===== config.mk =====
export PLATFORM = sky130hd
export DESIGN_NAME = vmm_front
export DESIGN_NICKNAME = d
export VERILOG_FILES = /design/src/design/vmm_pkg.sv /design/src/design/vmm_front.sv
export SDC_FILE = /design/constraint.sdc
export NUM_CORES = 1
export LEC_CHECK = 0
export BUFFER_PORTS_ARGS = -buffer_cell sky130_fd_sc_hd__buf_2
export CAP_MARGIN = 20
export CORE_MARGIN = 4
export CORE_UTILIZATION = 43
export CTS_CLUSTER_DIAMETER = 40
export DETAILED_ROUTE_END_ITERATION = 8
export GPL_ROUTABILITY_DRIVEN = 0
export PLACE_DENSITY = 0.9
export SYNTH_ARGS = -nofsm -noshare
export SYNTH_HDL_FRONTEND = slang
export SYNTH_SLANG_ARGS = --single-unit
export TNS_END_PERCENT = 10

===== constraint.sdc =====
create_clock -name i_clk -period 5.2 [get_ports i_clk]
set_input_delay 1.3 -clock i_clk [delete_from_list [all_inputs] [get_ports i_clk]]
set_output_delay 1.3 -clock i_clk [all_outputs]
set_load 0.01 [all_outputs]

===== src/design/vmm_pkg.sv =====
// ----------------------------------------------------------------------------
// vmm_pkg
// Shared types and constants of the vector-matrix multiply engine: opcodes,
// register indexes, command format and queue status.
// ----------------------------------------------------------------------------
package vmm_pkg;

    // field widths
    localparam int OP_W   = 2;
    localparam int IDX_W  = 6;
    localparam int DATA_W = 32;
    localparam int LEN_W  = 7;
    localparam int CFG_W  = 1;

    // command queue between front and back
    localparam int QUEUE_DEPTH = 4;
    localparam int QPTR_W      = 2;

    // request opcodes
    typedef enum logic [OP_W-1:0] {
        OP_MAT = 2'd0,
        OP_ROW = 2'd1,
        OP_RUN = 2'd2,
        OP_NOP = 2'd3
    } t_op;

    // configuration register indexes
    typedef enum logic [CFG_W-1:0] {
        CFG_INNER_LEN = 1'b0,
        CFG_OUT_LEN   = 1'b1
    } t_cfg_idx;

    // classified request as it travels through the queue
    typedef struct packed {
        t_op               op;
        logic [IDX_W-1:0]  k;
        logic [IDX_W-1:0]  j;
        logic [DATA_W-1:0] value;
    } t_cmd;

    // queue status seen by the front and the back
    typedef struct packed {
        logic full;
        logic empty;
    } t_q_stat;

endpackage


===== src/design/vmm_front.sv =====
// ----------------------------------------------------------------------------
// vmm_front
// Input stage: takes requests, drops those that have no effect and holds the
// rest in one register until the command queue has room.
// ----------------------------------------------------------------------------
module vmm_front #(
    parameter int MAX_INNER = 64,
    parameter int MAX_COLS  = 64
) (
    input  logic                        i_clk,
    input  logic                        i_rst_n,
    input  logic                        i_in_valid,
    output logic                        o_in_stall,
    input  logic [vmm_pkg::OP_W-1:0]    i_opcode,
    input  logic [vmm_pkg::IDX_W-1:0]   i_row_index,
    input  logic [vmm_pkg::IDX_W-1:0]   i_col_index,
    input  logic signed [vmm_pkg::DATA_W-1:0] i_value,
    input  vmm_pkg::t_q_stat            i_q_stat,
    output logic                        o_push,
    output vmm_pkg::t_cmd               o_cmd
);

    logic          r_f_vld;
    vmm_pkg::t_cmd r_f_cmd;
    vmm_pkg::t_op  op;
    logic          k_ok;
    logic          j_ok;
    logic          keep;
    logic          accept;

    // range checks on write indexes
    assign op   = vmm_pkg::t_op'(i_opcode);
    assign k_ok = ({26'd0, i_row_index} < 32'(MAX_INNER));
    assign j_ok = ({26'd0, i_col_index} < 32'(MAX_COLS));

    // classify the request
    always_comb begin
        case (op)
            vmm_pkg::OP_MAT: keep = k_ok && j_ok;
            vmm_pkg::OP_ROW: keep = k_ok;
            vmm_pkg::OP_RUN: keep = 1'b1;
            default:         keep = 1'b0;
        endcase
    end

    // handshake
    assign o_in_stall = r_f_vld && i_q_stat.full;
    assign accept     = i_in_valid && !o_in_stall;
    assign o_push     = r_f_vld && !i_q_stat.full;
    assign o_cmd      = r_f_cmd;

    // holding register
    always_ff @(posedge i_clk) begin
        if (!i_rst_n) begin
            r_f_vld <= 1'b0;
        end else begin
            if (o_push) begin
                r_f_vld <= 1'b0;
            end
            if (accept && keep) begin
                r_f_vld <= 1'b1;
            end
        end
    end

    // payload, no reset
    always_ff @(posedge i_clk) begin
        if (accept && keep) begin
            r_f_cmd.op    <= op;
            r_f_cmd.k     <= i_row_index;
            r_f_cmd.j     <= i_col_index;
            r_f_cmd.value <= i_value;
        end
    end

endmodule


==> impl_results.md, run 1 <==
* Status: finished, final reports clean
* PwrDens at approximately 320 mW/mm²
* Io pins at 99
* CP bufs+invs at 2
* Largest net degree at the start of global routing at 47
* Register area share after synthesis at 97.1%
* Hold slack final at 654 ps
* Critical path's slowest cell: and2b_2
* Global route overflow at 0
* Clk slew on worst S/H paths at 120 ps
* All-layer global routing usage at between 10% and 20%
* Worst slack, placed at 2180 ps
* Post-CTS Setup Repair Bufs at 0
* Final Non-Filler Cells at 202
* Std-Cell Rows at 20
* Die ar. at 0.00435 mm²
* WL per Instance at 15.2 µm
* Synth Net Count at between 100 and 150
* ANT nets after route at 0
* Hold depth at 2
* Worst Path Arrival at 1720 ps
* Total power at between 600 and 700 µW
* Die Ht at approximately 66 µm
* N_diodes at 0
* Warnings from Yosys at 0
* Final WL at 3060 µm
* Min-delay worst type: flop to flop
* Yosys cell types at 7
* # nets final at 208
* Crit end category: output pin
* Worst Skew at 4.27 ps
* First-pass GRT wire length at between 4000 and 5000 µm
* Worst Setup Start Kind: input pin
* Share of layout cells above drive strength 1 at 69.0%
* Die Span X at 65.9 µm
* Resized Gates After CTS at 0
* Syn Area/Cell at 27.8 µm²
* CP Class: input pin to output pin
* Delay of the slowest critical-path stage at 200 ps
* Placed cell count at 193
* Max Freq at 332 MHz
* H-Tree Depth at 2
* Routed via count at 897
* Setup ws final at 2180 ps
* Sequential Area at about 0.0014 mm²
* Worst path cell trace: buf_2 > and2b_2 > buf_2
* Synth Instances at between 50 and 60
* Core area at 0.00313 mm²
* IO buf count at 97
* Max Cap Violations at 0
* Setup violators final at 0
* Worst Tran Pin Value at approximately 260 ps
* Maximum fanout along the worst path at 2
* Clock Latency Late Sink at 340 ps
* Max-slew violations at 0
* Initial antenna violation count at 0
* Setup TNS Final at 0 ps
* Yosys reg bits at 47
* Multi-input gate area in the final layout at 50.0 µm²
* CP Depth at 3
* CTS tree: done
* Starting Density at 46.2%
* Clk buf depth at 2
* Drt first pass iters at 5
* Vias in the first global route at 898
* Total CTS buffers at 5
* Area Overhead vs Synth at 43.3%
* Drt initial violations at 47
* Clk sink count at 47
* Root buffer cell: clkbuf_4
* # DRC at 0
* Post-DR vias/cell at approximately 4.4
* Endpoints failing hold at 0
* Unrepaired setup endpoints after global routing: no
* Post-route minimum period at 3020 ps
* Leak at a little under 0.9 nW
* Post-route clock period utilization at 58.0%
* Critical Path RT at 3900 ps
* Layout fillers at 224
* Most frequent CP cell: buf_2
* Worst reg2reg path depth at 3
* Syn Std Cell Area at 0.00144 mm²
* VDD IR max at ~0.18 mV
* Post-CTS Hold Buffers at 0
* Max transition margin at 82.4%
* Cell family with most CP delay: buffers and inverters
-- layout by cell type, fill, tap and decap left out --
master | synthesis | layout
clkinv_4 | 0 | 1
and2b_2 | 1 | 1
clkinv_1 | 0 | 1
nor2b_4 | 0 | 1
and2_4 | 1 | 1
o21a_1 | 1 | 1
a21boi_2 | 1 | 1
edfxtp_1 | 46 | 46
buf_12 | 0 | 1
dfxtp_1 | 1 | 1
clkinvlp_4 | 0 | 1
clkbuf_4 | 0 | 5
buf_2 | 0 | 97
-- layer usage --
metal | vias to the layer above | part of all wire [%] | track usage [%]
li1 | 420 | - | -
met1 | 406 | 29 | 12.4
met2 | 68 | 56 | 27.2
met3 | 3 | 14 | 6.12
met4 | 0 | 0.88 | 6.09
met5 | - | 0 | 0
-- worst register-to-register path, cell delays in order, from the launching register on --
cell and delay [ps]:
dfxtp_1 330, and2_4 150, nor2b_4 250, buf_12 270
-- cell families (layout without fill, tap and decap cells) --
group | Yosys count | after routing | share of synthesized area, %
DFF | 47 | 47 | 97.1
and+or+nand+nor | 3 | 3 | 1.65
AOI/OAI and AO/OA | 2 | 2 | 1.30
buffers and inverters | 0 | 106 | 0
-- sequential cells by signal (all words and copies together) (netlist names) --
signal and count:
o_cmd 46, r_f_vld 1
-- worst paths after layout --
path	from	to	slack, ps
setup reg to reg	r_f_vld	o_cmd[44]	3910
hold reg to reg	r_f_vld	r_f_vld	650
setup / recovery	i_q_stat[1]	o_push	2180
hold / removal	r_f_vld	r_f_vld	650
-- power by group --
group          internal (mW)  total [mW]  switching, mW
Clock                 0.0520       0.161          0.109
Sequential             0.441       0.446        0.00457
Combinational         0.0303      0.0646         0.0343
Total                  0.524       0.672          0.148
-- layout make-up --
| type | count | area share [%] |
|---|---|---|
| sequential | 47 | 67.7 |
| timing repair buffer | 98 | 24.4 |
| tap | 44 | 2.66 |
| multi-input combinational | 5 | 2.42 |
| clock buffer | 5 | 1.81 |
| clock inverter | 3 | 0.967 |
-- per-stage QoR --
step                cell area, µm²  utilization [%]
global placement              1990             63.7
CTS                           2050             65.5
detailed placement            1990             63.7
finish                        2070             66.2
floorplan                     1440                -
global route                  2070             66.2
-- cell usage after synthesis (all sizes together) --
cell type  number  area, µm²
a21boi          1       11.3
and2            1       8.76
and2b           1       8.76
dfxtp           1       20.0
edfxtp         46       1380
nor2b           1       6.26
o21a            1       7.51
Power figures use the tool's default switching activity.
==> run 2: changes to the inputs <==
CORE_UTILIZATION = 36   (was 43)
PLACE_DENSITY = 0.81   (was 0.9)
clock period = 2.6 ns   (was 5.2 ns; I/O delays follow)
==> impl_results.md, run 2 (synthesis gave the netlist of run 1 again) <==
* Sequential power share at 57.6% (-8.8 points)
* H-Tree Depth at 2 (unchanged)
* Post-CTS Setup Repair Bufs at 0 (unchanged)
* Final WL at 2910 µm (-4.9%)
* CTS tree: done
* Max transition margin at 75.4% (-6.9 points)
* Post-DR vias/cell at 4.30 (-3.1%)
* PwrDens at 727 mW/mm² (+120%)
* First-pass GRT wire length at 4430 µm (+3.9%)
* Util after Layout at 56.6% (-9.6 points)
* Cell family with most CP delay: buffers and inverters
* Post-route clock period utilization at 66.3%
* Delay of the slowest critical-path stage at 200 ps (about the same)
* Total CTS buffers at 5 (unchanged)
* N_diodes at 0 (unchanged)
* Critical path's slowest cell: and2b_2
* Max Freq at 580 MHz
* Core area at 0.00377 mm² (+21%)
* Hold slack final at 530 ps (-124 ps)
* Final Non-Filler Cells at 206 (+2.0%)
* Pint at 1.25 mW (+140%)
* # nets final at 208 (unchanged)
* Unrepaired setup endpoints after global routing: no
* Area Overhead vs Synth at 47.8%
* Most frequent CP cell: buf_2
* Sequential Area at 0.00140 mm² (unchanged)
* # DRC at 0 (unchanged)
* Status: finished, final reports clean
* Die Span X at 71.3 µm (+8.2%)
* Vias in the first global route at 934 (+4.0%)
* Combinational power share at 8.3% (-1.3 points)
* All-layer global routing usage at 11.9% (-2.3 points)
* Die ar. at 0.00509 mm² (+17%)
* Psw at 297 µW (+100%)
* Maximum fanout along the worst path at 2 (unchanged)
* Critical Path RT at 1950 ps (-1950 ps)
* WL per Instance at 14.1 µm (-6.7%)
* Placed cell count at 198 (+2.6%)
* Worst Path Arrival at 1070 ps (-650 ps)
* Max reg flops at 46 (unchanged)
* Clk slew on worst S/H paths at 80 ps (-40 ps)
* Min-delay worst type: input pin to flop
* VDD IR max at 0.354 mV (+93%)
* Multi-input gate area in the final layout at 50.0 µm² (unchanged)
* Setup TNS Final at 0 ps (unchanged)
* Clk buf depth at 2 (unchanged)
* ANT nets after route at 0 (unchanged)
* Clock power share at 34.1% (+10 points)
* Initial antenna violation count at 0 (unchanged)
* Drt initial violations at 40 (-15%)
* Drt first pass iters at 4 (-1)
* CP bufs+invs at 2 (unchanged)
* Largest net degree at the start of global routing at 36 (-23%)
* Root buffer cell: clkbuf_8
* Setup violators final at 0 (unchanged)
* Clk sink count at 47 (unchanged)
* CP Class: input pin to output pin
* Share of layout cells above drive strength 1 at 69.6% (+0.63 points)
* Post-CTS Hold Buffers at 0 (unchanged)
* IO buf count at 97 (unchanged)
* Worst Setup Start Kind: input pin
* Global route overflow at 0 (unchanged)
* Layout fillers at 319 (+42%)
* Std-Cell Rows at 22 (+10%)
* Max-slew violations at 0 (unchanged)
* Worst Tran Pin Value at 368 ps (+104 ps)
* Commonest non-fill, non-tap cell in the layout: buf_2
* Io pins at 99 (unchanged)
* Clock Latency Late Sink at 290 ps (-50 ps)
* Max Cap Violations at 0 (unchanged)
* Die Ht at 71.3 µm (+8.2%)
* Routed via count at 886 (-1.2%)
* Starting Density at 38.3% (-7.9 points)
* Net Sw Frac at 19.1% (-2.9 points)
* Most frequent cells in the layout: 97 x buf_2, 46 x edfxtp_1, 6 x clkbuf_8
* Crit end category: output pin
* Resized Gates After CTS at 0 (unchanged)
* Worst path cell trace: buf_2 > and2b_2 > buf_2
* Worst Skew at 4.35 ps (+0.0748 ps)
* Post-route minimum period at roughly 1700 ps
* Leak at 0.924 nW (+3.6%)
* Endpoints failing hold at 0 (unchanged)
## run 2: area by class of cell
class / instances / area share, %
clock buffers: 6 / 3.87
clock inverters: 2 / 1.64
multi-input cells: 5 / 2.34
flip-flops and latches: 47 / 65.7
well taps: 48 / 2.81
repair buffers: 98 / 23.7
## run 2: final timing paths
kind | depth (start not counted) | slack [ps] | start | endpoint
max | 3 | 880 | i_q_stat[1] | o_push
min | 1 | 530 | i_value[17] | o_cmd[17]
min reg2reg | 2 | 640 | r_f_vld | r_f_vld
max reg2reg | 3 | 1240 | r_f_vld | o_cmd[35]
## run 2: per-stage QoR
| step | cell area (µm²) | setup slack [ps] | power [mW] |
|---|---|---|---|
| after CTS | 2130 | 872 | 1.57 |
| after detailed placement | 2020 | 717 | 1.04 |
| after floorplan | 1450 | 138 | 0.956 |
| after global routing | 2130 | 860 | 1.62 |
| after global placement | 2020 | 730 | 1.04 |
| final | 2130 | 876 | 1.55 |
## run 2: power groups by stage
stage / registers [mW] / clock network (mW) / logic, mW
6_report: 0.893 / 0.529 / 0.129
5_1_grt: 0.896 / 0.584 / 0.142
4_1_cts: 0.894 / 0.544 / 0.132
3_5_place_dp: 0.911 / 0 / 0.132
3_3_place_gp: 0.909 / 0 / 0.128
2_1_floorplan: 0.936 / 0 / 0.0197
## run 2: layer usage
metal	track usage (%)	vias up	wire, µm	share of wire, %
li1	-	415	-	-
met1	12.0	388	963	33
met2	19.0	76	1390	48
met3	6.87	7	494	17
met4	6.89	0	65	2.2
met5	0	-	0	0
