### config.mk
export PLATFORM = sky130hd
export DESIGN_NAME = vmm_queue
export DESIGN_NICKNAME = d
export VERILOG_FILES = /design/src/design/vmm_pkg.sv /design/src/design/vmm_queue.sv
export SDC_FILE = /design/constraint.sdc
export NUM_CORES = 1
export LEC_CHECK = 0
export BUFFER_PORTS_ARGS = -buffer_cell sky130_fd_sc_hd__buf_2
export CAP_MARGIN = 15
export CORE_MARGIN = 3
export CORE_UTILIZATION = 52
export CTS_BUF_LIST = sky130_fd_sc_hd__clkbuf_8
export CTS_CLUSTER_DIAMETER = 120
export DETAILED_ROUTE_END_ITERATION = 10
export PLACE_DENSITY_LB_ADDON = 0.08
export SYNTH_ARGS = -nofsm -noshare
export SYNTH_HDL_FRONTEND = slang
export SYNTH_SLANG_ARGS = --single-unit
### constraint.sdc
create_clock -name i_clk -period 2.15 [get_ports i_clk]
set_input_delay 0.43 -clock i_clk [delete_from_list [all_inputs] [get_ports i_clk]]
set_output_delay 0.43 -clock i_clk [all_outputs]
set_load 0.005 [all_outputs]
### src/design/vmm_pkg.sv
// ----------------------------------------------------------------------------
// vmm_pkg
// Shared types and constants of the vector-matrix multiply engine: opcodes,
// register indexes, command format and queue status.
// ----------------------------------------------------------------------------
package vmm_pkg;

    // field widths
    localparam int OP_W   = 2;
    localparam int IDX_W  = 6;
    localparam int DATA_W = 32;
    localparam int LEN_W  = 7;
    localparam int CFG_W  = 1;

    // command queue between front and back
    localparam int QUEUE_DEPTH = 4;
    localparam int QPTR_W      = 2;

    // request opcodes
    typedef enum logic [OP_W-1:0] {
        OP_MAT = 2'd0,
        OP_ROW = 2'd1,
        OP_RUN = 2'd2,
        OP_NOP = 2'd3
    } t_op;

    // configuration register indexes
    typedef enum logic [CFG_W-1:0] {
        CFG_INNER_LEN = 1'b0,
        CFG_OUT_LEN   = 1'b1
    } t_cfg_idx;

    // classified request as it travels through the queue
    typedef struct packed {
        t_op               op;
        logic [IDX_W-1:0]  k;
        logic [IDX_W-1:0]  j;
        logic [DATA_W-1:0] value;
    } t_cmd;

    // queue status seen by the front and the back
    typedef struct packed {
        logic full;
        logic empty;
    } t_q_stat;

endpackage

### src/design/vmm_queue.sv
// ----------------------------------------------------------------------------
// vmm_queue
// Short first-in first-out queue of classified commands between the front
// and the back.
// ----------------------------------------------------------------------------
module vmm_queue (
    input  logic              i_clk,
    input  logic              i_rst_n,
    input  logic              i_push,
    input  vmm_pkg::t_cmd     i_data,
    input  logic              i_pop,
    output vmm_pkg::t_cmd     o_data,
    output vmm_pkg::t_q_stat  o_stat
);

    vmm_pkg::t_cmd                 r_mem [vmm_pkg::QUEUE_DEPTH];
    logic [vmm_pkg::QPTR_W-1:0]    r_wr;
    logic [vmm_pkg::QPTR_W-1:0]    r_rd;
    logic [vmm_pkg::QPTR_W:0]      r_cnt;
    logic                          do_push;
    logic                          do_pop;

    assign o_stat.full  = (r_cnt == (vmm_pkg::QPTR_W+1)'(vmm_pkg::QUEUE_DEPTH));
    assign o_stat.empty = (r_cnt == '0);
    assign do_push      = i_push && !o_stat.full;
    assign do_pop       = i_pop && !o_stat.empty;
    assign o_data       = r_mem[r_rd];

    // pointers and fill count
    always_ff @(posedge i_clk) begin
        if (!i_rst_n) begin
            r_wr  <= '0;
            r_rd  <= '0;
            r_cnt <= '0;
        end else begin
            if (do_push) begin
                r_wr <= r_wr + 1'b1;
            end
            if (do_pop) begin
                r_rd <= r_rd + 1'b1;
            end
            case ({do_push, do_pop})
                2'b10:   r_cnt <= r_cnt + 1'b1;
                2'b01:   r_cnt <= r_cnt - 1'b1;
                default: r_cnt <= r_cnt;
            endcase
        end
    end

    // storage
    always_ff @(posedge i_clk) begin
        if (do_push) begin
            r_mem[r_wr] <= i_data;
        end
    end

endmodule

==> results of run 1 <==
[logic make-up (layout without fill, tap and decap cells)]
logic type	count (synthesis)	after routing
buffers and inverters	18	156
muxes	48	48
and+or+nand+nor	20	20
adders and majority gates	6	6
xor gates and xnor gates	2	2
DFF	193	193
AOI/OAI and AO/OA	7	7
[power by group through the flow]
stage	clock [W]	sequential (W)	combinational, W
global placement	0	0.00475	0.00208
detailed placement	0	0.00478	0.00210
floorplan	0	0.00469	0.00139
finish	0.00217	0.00467	0.00252
CTS	0.00224	0.00467	0.00240
global route	0.00237	0.00470	0.00274
[layer usage]
metal,part of all wire [%],GRT usage [%]
met1,43,23.30
met4,1.8,7.474
met5,0,0
met3,5.1,5.124
met2,50,27.90
[stage by stage]
stage	total power [W]	hold WS (ns)	cells	setup WS, ns	TNS, ns
2_1_floorplan	0.006080	0.4560	294	0.1369	0
3_3_place_gp	0.006829	0.4734	569	0.1659	0
3_5_place_dp	0.006872	0.4827	569	0.09378	0
4_1_cts	0.009306	0.1457	605	-0.1503	-4.989
5_1_grt	0.009809	0.1538	608	-0.1650	-6.183
6_report	0.009353	0.1893	608	-0.08122	-2.429
[critical path, stage by stage (launching register included)]
cell     delay [ns]
dfxtp_4        0.43
buf_12         0.13
buf_12         0.13
mux4_2         0.52
buf_6          0.14
[worst min path at each step]
| stage | startpoint | end | slack, ns | cells past startpoint |
|---|---|---|---|---|
| after floorplan | r_rd[1] | register | 0.46 | 2 |
| after global placement | r_rd[1] | register | 0.47 | 2 |
| after detailed placement | r_rd[1] | register | 0.48 | 2 |
| after CTS | i_data[13] | r_mem[1][13] | 0.15 | 1 |
| after global routing | i_data[15] | r_mem[1][15] | 0.15 | 1 |
| final | i_data[17] | r_mem[1][17] | 0.19 | 1 |
[area by class of cell]
type | count | area share (%)
inverters | 6 | 0.2620
multi-input cells | 83 | 15.40
clock buffers | 17 | 2.722
repair buffers | 121 | 11.18
clock inverters | 12 | 1.412
well taps | 176 | 2.562
flip-flops and latches | 193 | 66.46
[repair_timing]
| item | in CTS | in global routing |
|---|---|---|
| cloned | 2 | 2 |
| endpoints found under the setup margin | 40 | 47 |
| gates resized for setup | 4 | 9 |
| buffers inserted | 5 | 2 |
[sequential cells by signal, summed over array words and instances (netlist names), named ones only]
| signal | flops |
|---|---|
| r_mem | 184 |
| r_cnt | 3 |
| r_rd | 2 |
| r_wr | 2 |
[synth_stat cells]
| cell type | number | area share [%] |
|---|---|---|
| mux2i_1 | 2 | 0.28 |
| ha_1 | 5 | 0.87 |
| xor2_1 | 1 | 0.12 |
| nor3b_2 | 1 | 0.17 |
| clkbuf_1 | 1 | 0.052 |
| a21boi_1 | 2 | 0.21 |
| nand2_1 | 7 | 0.37 |
| or3_1 | 2 | 0.17 |
| mux4_2 | 46 | 14 |
| dfxtp_1 | 9 | 2.5 |
| buf_2 | 5 | 0.35 |
| fa_1 | 1 | 0.28 |
| inv_1 | 5 | 0.26 |
| buf_12 | 4 | 1.1 |
| o21ai_0 | 5 | 0.35 |
| nand4bb_1 | 1 | 0.16 |
| buf_6 | 1 | 0.16 |
| xnor2_1 | 1 | 0.12 |
| nor3_2 | 1 | 0.14 |
| edfxtp_1 | 184 | 77 |
| nor2b_1 | 2 | 0.17 |
| inv_2 | 1 | 0.052 |
| clkbuf_2 | 1 | 0.070 |
| and2_1 | 6 | 0.52 |
==> results.md, run 1 <==
* Final net count at 478
* Syn Area/Cell at 24.39 sq um
* Crit Reg-Reg Endpoint: r_cnt[2]
* CP Max Fanout at 7
* Max-cap violations at 0
* Cell-internal power at 0.006989 W
* Clock power frac at 23.2%
* Proportion of synthesized area in mux cells at 14.72%
* Via count at 3306
* CTS tree: done
* Drc violations at 0
* XOR/XNOR share of the synthesized area at 0.2442%
* P_sw at 0.002364 W
* Post-route ant nets at 0
* Setup WS post-layout at -0.08122 ns
* Total GRT Usage at 17.68%
* Wirelength, routed at 12510 microns
* Slew headroom at 75.70%
* Total grt overflow at 0
* Fill count at 948
* Synth Register Bits at 193
* Reg-to-reg startpoint: r_cnt[1]
* R2r setup slk at 0.13 ns
* CTS clk-pin slew, worst paths at 0.09 ns
* Worst IR Drop VDD at 0.5851 mV
* Die area at 0.01524 sq mm
* Design area at 0.008594 sq mm
* Number of global-route vias before repair at 3522
* Reg area at 0.005712 sq mm
* DP Area at 0.007993 sq mm
* Share of the yosys chip area belonging to registers at 79.55%
* Rows at 42
* IO buf count at 97
* Syn nets at 350
* Final hold vios at 0
* Num Clock Sinks at 193
* Post-layout util at 64.39%
* First-pass detailed-route iteration total at 4
* Layout area overhead at 19.84%
* Main combinational cell family by area after synthesis: multiplexers
* Worst Hold Class: in2reg
* DRT iter0 DRCs at 236
* Post-Syn Area at 0.007172 sq mm
* Failing checks: negative setup slack
* Commonest non-fill, non-tap cell in the layout: edfxtp_1
* Core ar. at 0.01335 sq mm
* Complex-gate fraction of the synthesized area at 0.5583%
* Pleak at 2.899 nW
* Period utilization at 103.8%
* Antenna cell count at 0
* Most frequent cells in the layout: edfxtp_1 (184), buf_2 (89), mux4_2 (46)
* Clock root buffer: clkbuf_8
* Worst r2r path cells at 8
* Routed vias/inst at 5.438
* Layout cells sized above 1 at 47.22%
* Power Density at 1088 mW/mm^2
* Largest net degree at the start of global routing at 27
* Logic pwr share at 26.9%
* Simple-Gate Fraction of Synth Area at 1.710%
* Final Max Tran Viols at 0
* Sequential share of power at 49.9%
* Wire per inst at 20.57 microns
* Clock skew at 0.005903 ns
* Status: finished, violations left
* Fmax at 448.2 MHz
* Hold buffers post-CTS at 0
* RSZ-0062 raised after global routing: true
* Synth Instances at 294
* YS warnings at 0
* Initial antenna violation count at 0
* Critical path class: reg2out
* Yosys cell types at 24
* Final setup vio count at 44
* Fin crit period at 2.231 ns
* Startpoint types: register
* Critical Path RT at 1.72 ns
* RD Place Congestion at 0.6952
* Multi-input gate area at 0.001324 sq mm
* Arr. time, crit path at 1.80 ns
* First-pass GRT wire length at 19240 microns
* Worst setup EP type: output port
* Die Ht at 123.4 microns
* Post-DP HPWL at 7467 microns
* Clock tree buffer depth at 2
* Worst-skew pair later-pin latency at 0.45 ns
* Synth Area in Adders at 1.151%
* Worst Tran Pin Value at 0.3645 ns
* Starting Density at 53.73%
* Io pins at 98
* Die W at 123.4 microns
* Num CTS Buffers at 17
* H-tree depth at 4
* Net Sw Frac at 25.28%
* Worst setup path end: o_data[19]
No activity file was read; power rests on OpenSTA's default activity.
==> run 2: changes to the inputs <==
--- a/config.mk
+++ b/config.mk
@@ -8,7 +8,7 @@
 export BUFFER_PORTS_ARGS = -buffer_cell sky130_fd_sc_hd__buf_2
 export CAP_MARGIN = 15
 export CORE_MARGIN = 3
-export CORE_UTILIZATION = 52
+export CORE_UTILIZATION = 40
 export CTS_BUF_LIST = sky130_fd_sc_hd__clkbuf_8
 export CTS_CLUSTER_DIAMETER = 120
 export DETAILED_ROUTE_END_ITERATION = 10
==> results.md, run 2 (synthesis results as in run 1) <==
* Worst setup EP type: output port
* RD Place Congestion at 0.6723
* Core ar. at 0.01742 sq mm
* Max-cap violations at 0
* Clock tree buffer depth at 2
* Worst Tran Pin Value at 0.2960 ns
* Antenna cell count at 0
* DRT iter0 DRCs at 202
* P_sw at 0.002465 W
* Worst Hold Class: in2reg
* Logic pwr share at 25.6%
* Post-route ant nets at 0
* Num Clock Sinks at 193
* Critical Path RT at 1.72 ns
* Fmax at 447.7 MHz
* Layout area overhead at 20.88%
* Final Max Tran Viols at 0
* Final hold slack at 0.1895 ns
* Status: finished, violations left
* Max FFs per register at 184
* Total power at 0.009675 W
* Worst-skew pair later-pin latency at 0.45 ns
* Initial antenna violation count at 1
* Sum of negative setup slack at -1.763 ns
* Slew headroom at 80.16%
* Pre-CTS setup slack at 0.1212 ns
* CP cell instances: buf_6 > buf_12 > mux4_2 > buf_2
* Drc violations at 0
* IO buf count at 97
* CTS clk-pin slew, worst paths at 0.09 ns
* Post-DP HPWL at 7575 microns
* Layout cells sized above 1 at 48.04%
* Sequential share of power at 48.2%
* Failing checks: negative setup slack
* Commonest non-fill, non-tap cell in the layout: edfxtp_1
* WP buf/inv at 3
* Period utilization at 103.9%
* RSZ-0062 raised after global routing: true
* Die W at 139.9 microns
* Total GRT Usage at 14.38%
* Net Sw Frac at 25.48%
* Post-layout util at 49.78%
* Num CTS Buffers at 17
* Most flop-heavy register: r_mem
* Io pins at 98
* Clock power frac at 26.2%
* First-pass GRT wire length at 20660 microns
* Total grt overflow at 0
* H-tree depth at 4
* CP Max Fanout at 5
* Final setup vio count at 37
* Power Density at 1116 mW/mm^2
* Setup WS post-layout at -0.08349 ns
* Via count at 3283
* Final net count at 476
* Hold buffers post-CTS at 0
* Die Ht at 139.9 microns
* Critical path's top delay family: multiplexers
* Largest net degree at the start of global routing at 31
* Clock root buffer: clkbuf_8
* Wire per inst at 20.35 microns
* Cell-internal power at 0.007210 W
* Cell at the slowest stage of the critical path: mux4_2
* Die area at 0.01957 sq mm
* Clock skew at 0.008872 ns
* Starting Density at 41.18%
* Fin crit period at 2.233 ns
* Rows at 48
* R2r setup slk at 0.19 ns
* CTS tree: done
* Critical path class: reg2out
* Startpoint types: register
* Arr. time, crit path at 1.80 ns
* Routed vias/inst at 4.989
* Biggest regs: r_mem (184), r_cnt (3)
* Most frequent cells in the layout: edfxtp_1 (184), buf_2 (94), mux4_2 (46)
* First-pass detailed-route iteration total at 6
* Pleak at 2.921 nW
* Wirelength, routed at 13390 microns
* Worst IR Drop VDD at 0.5121 mV
* Slowest cell delay on critical path at 0.51 ns
* Final hold vios at 0
* Number of global-route vias before repair at 3506
-- run 2: cell count changes in the layout (fill, tap and decap cells not counted), moves of 3 or more --
cell,change
buf_2,+5
buf_12,-5
inv_6,+5
buf_6,-3
clkinvlp_4,-3
buf_16,+3
-- run 2: final timing paths --
| check | start | endpoint | cells past startpoint |
|---|---|---|---|
| setup reg to reg | r_cnt[0] | r_cnt[2] | 8 |
| hold / removal | i_data[38] | r_mem[2][38] | 1 |
| setup / recovery | register | o_data[40] | 4 |
| hold reg to reg | r_rd[1] | register | 2 |
-- run 2: final cells by class --
cell class / instances / area (sq um)
Tap cell: 225 / 281.5
Multi-Input combinational cell: 83 / 1330
Timing Repair Buffer: 119 / 884.6
Clock inverter: 15 / 202.7
Sequential cell: 193 / 5714
Clock buffer: 17 / 234.0
Inverter: 6 / 22.52
Fill cell: 1448 / 8747
-- run 2: timing repair --
item | in CTS | in global routing
hold endpoints to repair | 0 | 0
setup endpoints to repair | 46 | 47
setup buffers | 5 | 0
gates resized for setup | 12 | 6
cloned | 6 | 0
-- run 2: routing by layer --
metal	vias up	wire length, microns	global-route usage [%]
met1	1702	5883	19.48
met2	86	6718	22.59
met3	11	661	4.780
met4	2	113	3.978
li1	1482	-	-
met5	-	13	0
-- run 2: power groups by stage --
stage | sequential (W) | clock [W] | combinational [W]
detailed placement | 0.00473 | 0 | 0.00214
finish | 0.00466 | 0.00253 | 0.00248
floorplan | 0.00469 | 0 | 0.00139
global route | 0.00470 | 0.00278 | 0.00269
global placement | 0.00471 | 0 | 0.00214
CTS | 0.00466 | 0.00262 | 0.00264
-- run 2: through the flow --
| step | cell area [sq um] | cells |
|---|---|---|
| after CTS | 8702 | 660 |
| after global placement | 8021 | 617 |
| after floorplan | 7177 | 294 |
| final | 8670 | 658 |
| after global routing | 8670 | 658 |
| after detailed placement | 8021 | 617 |
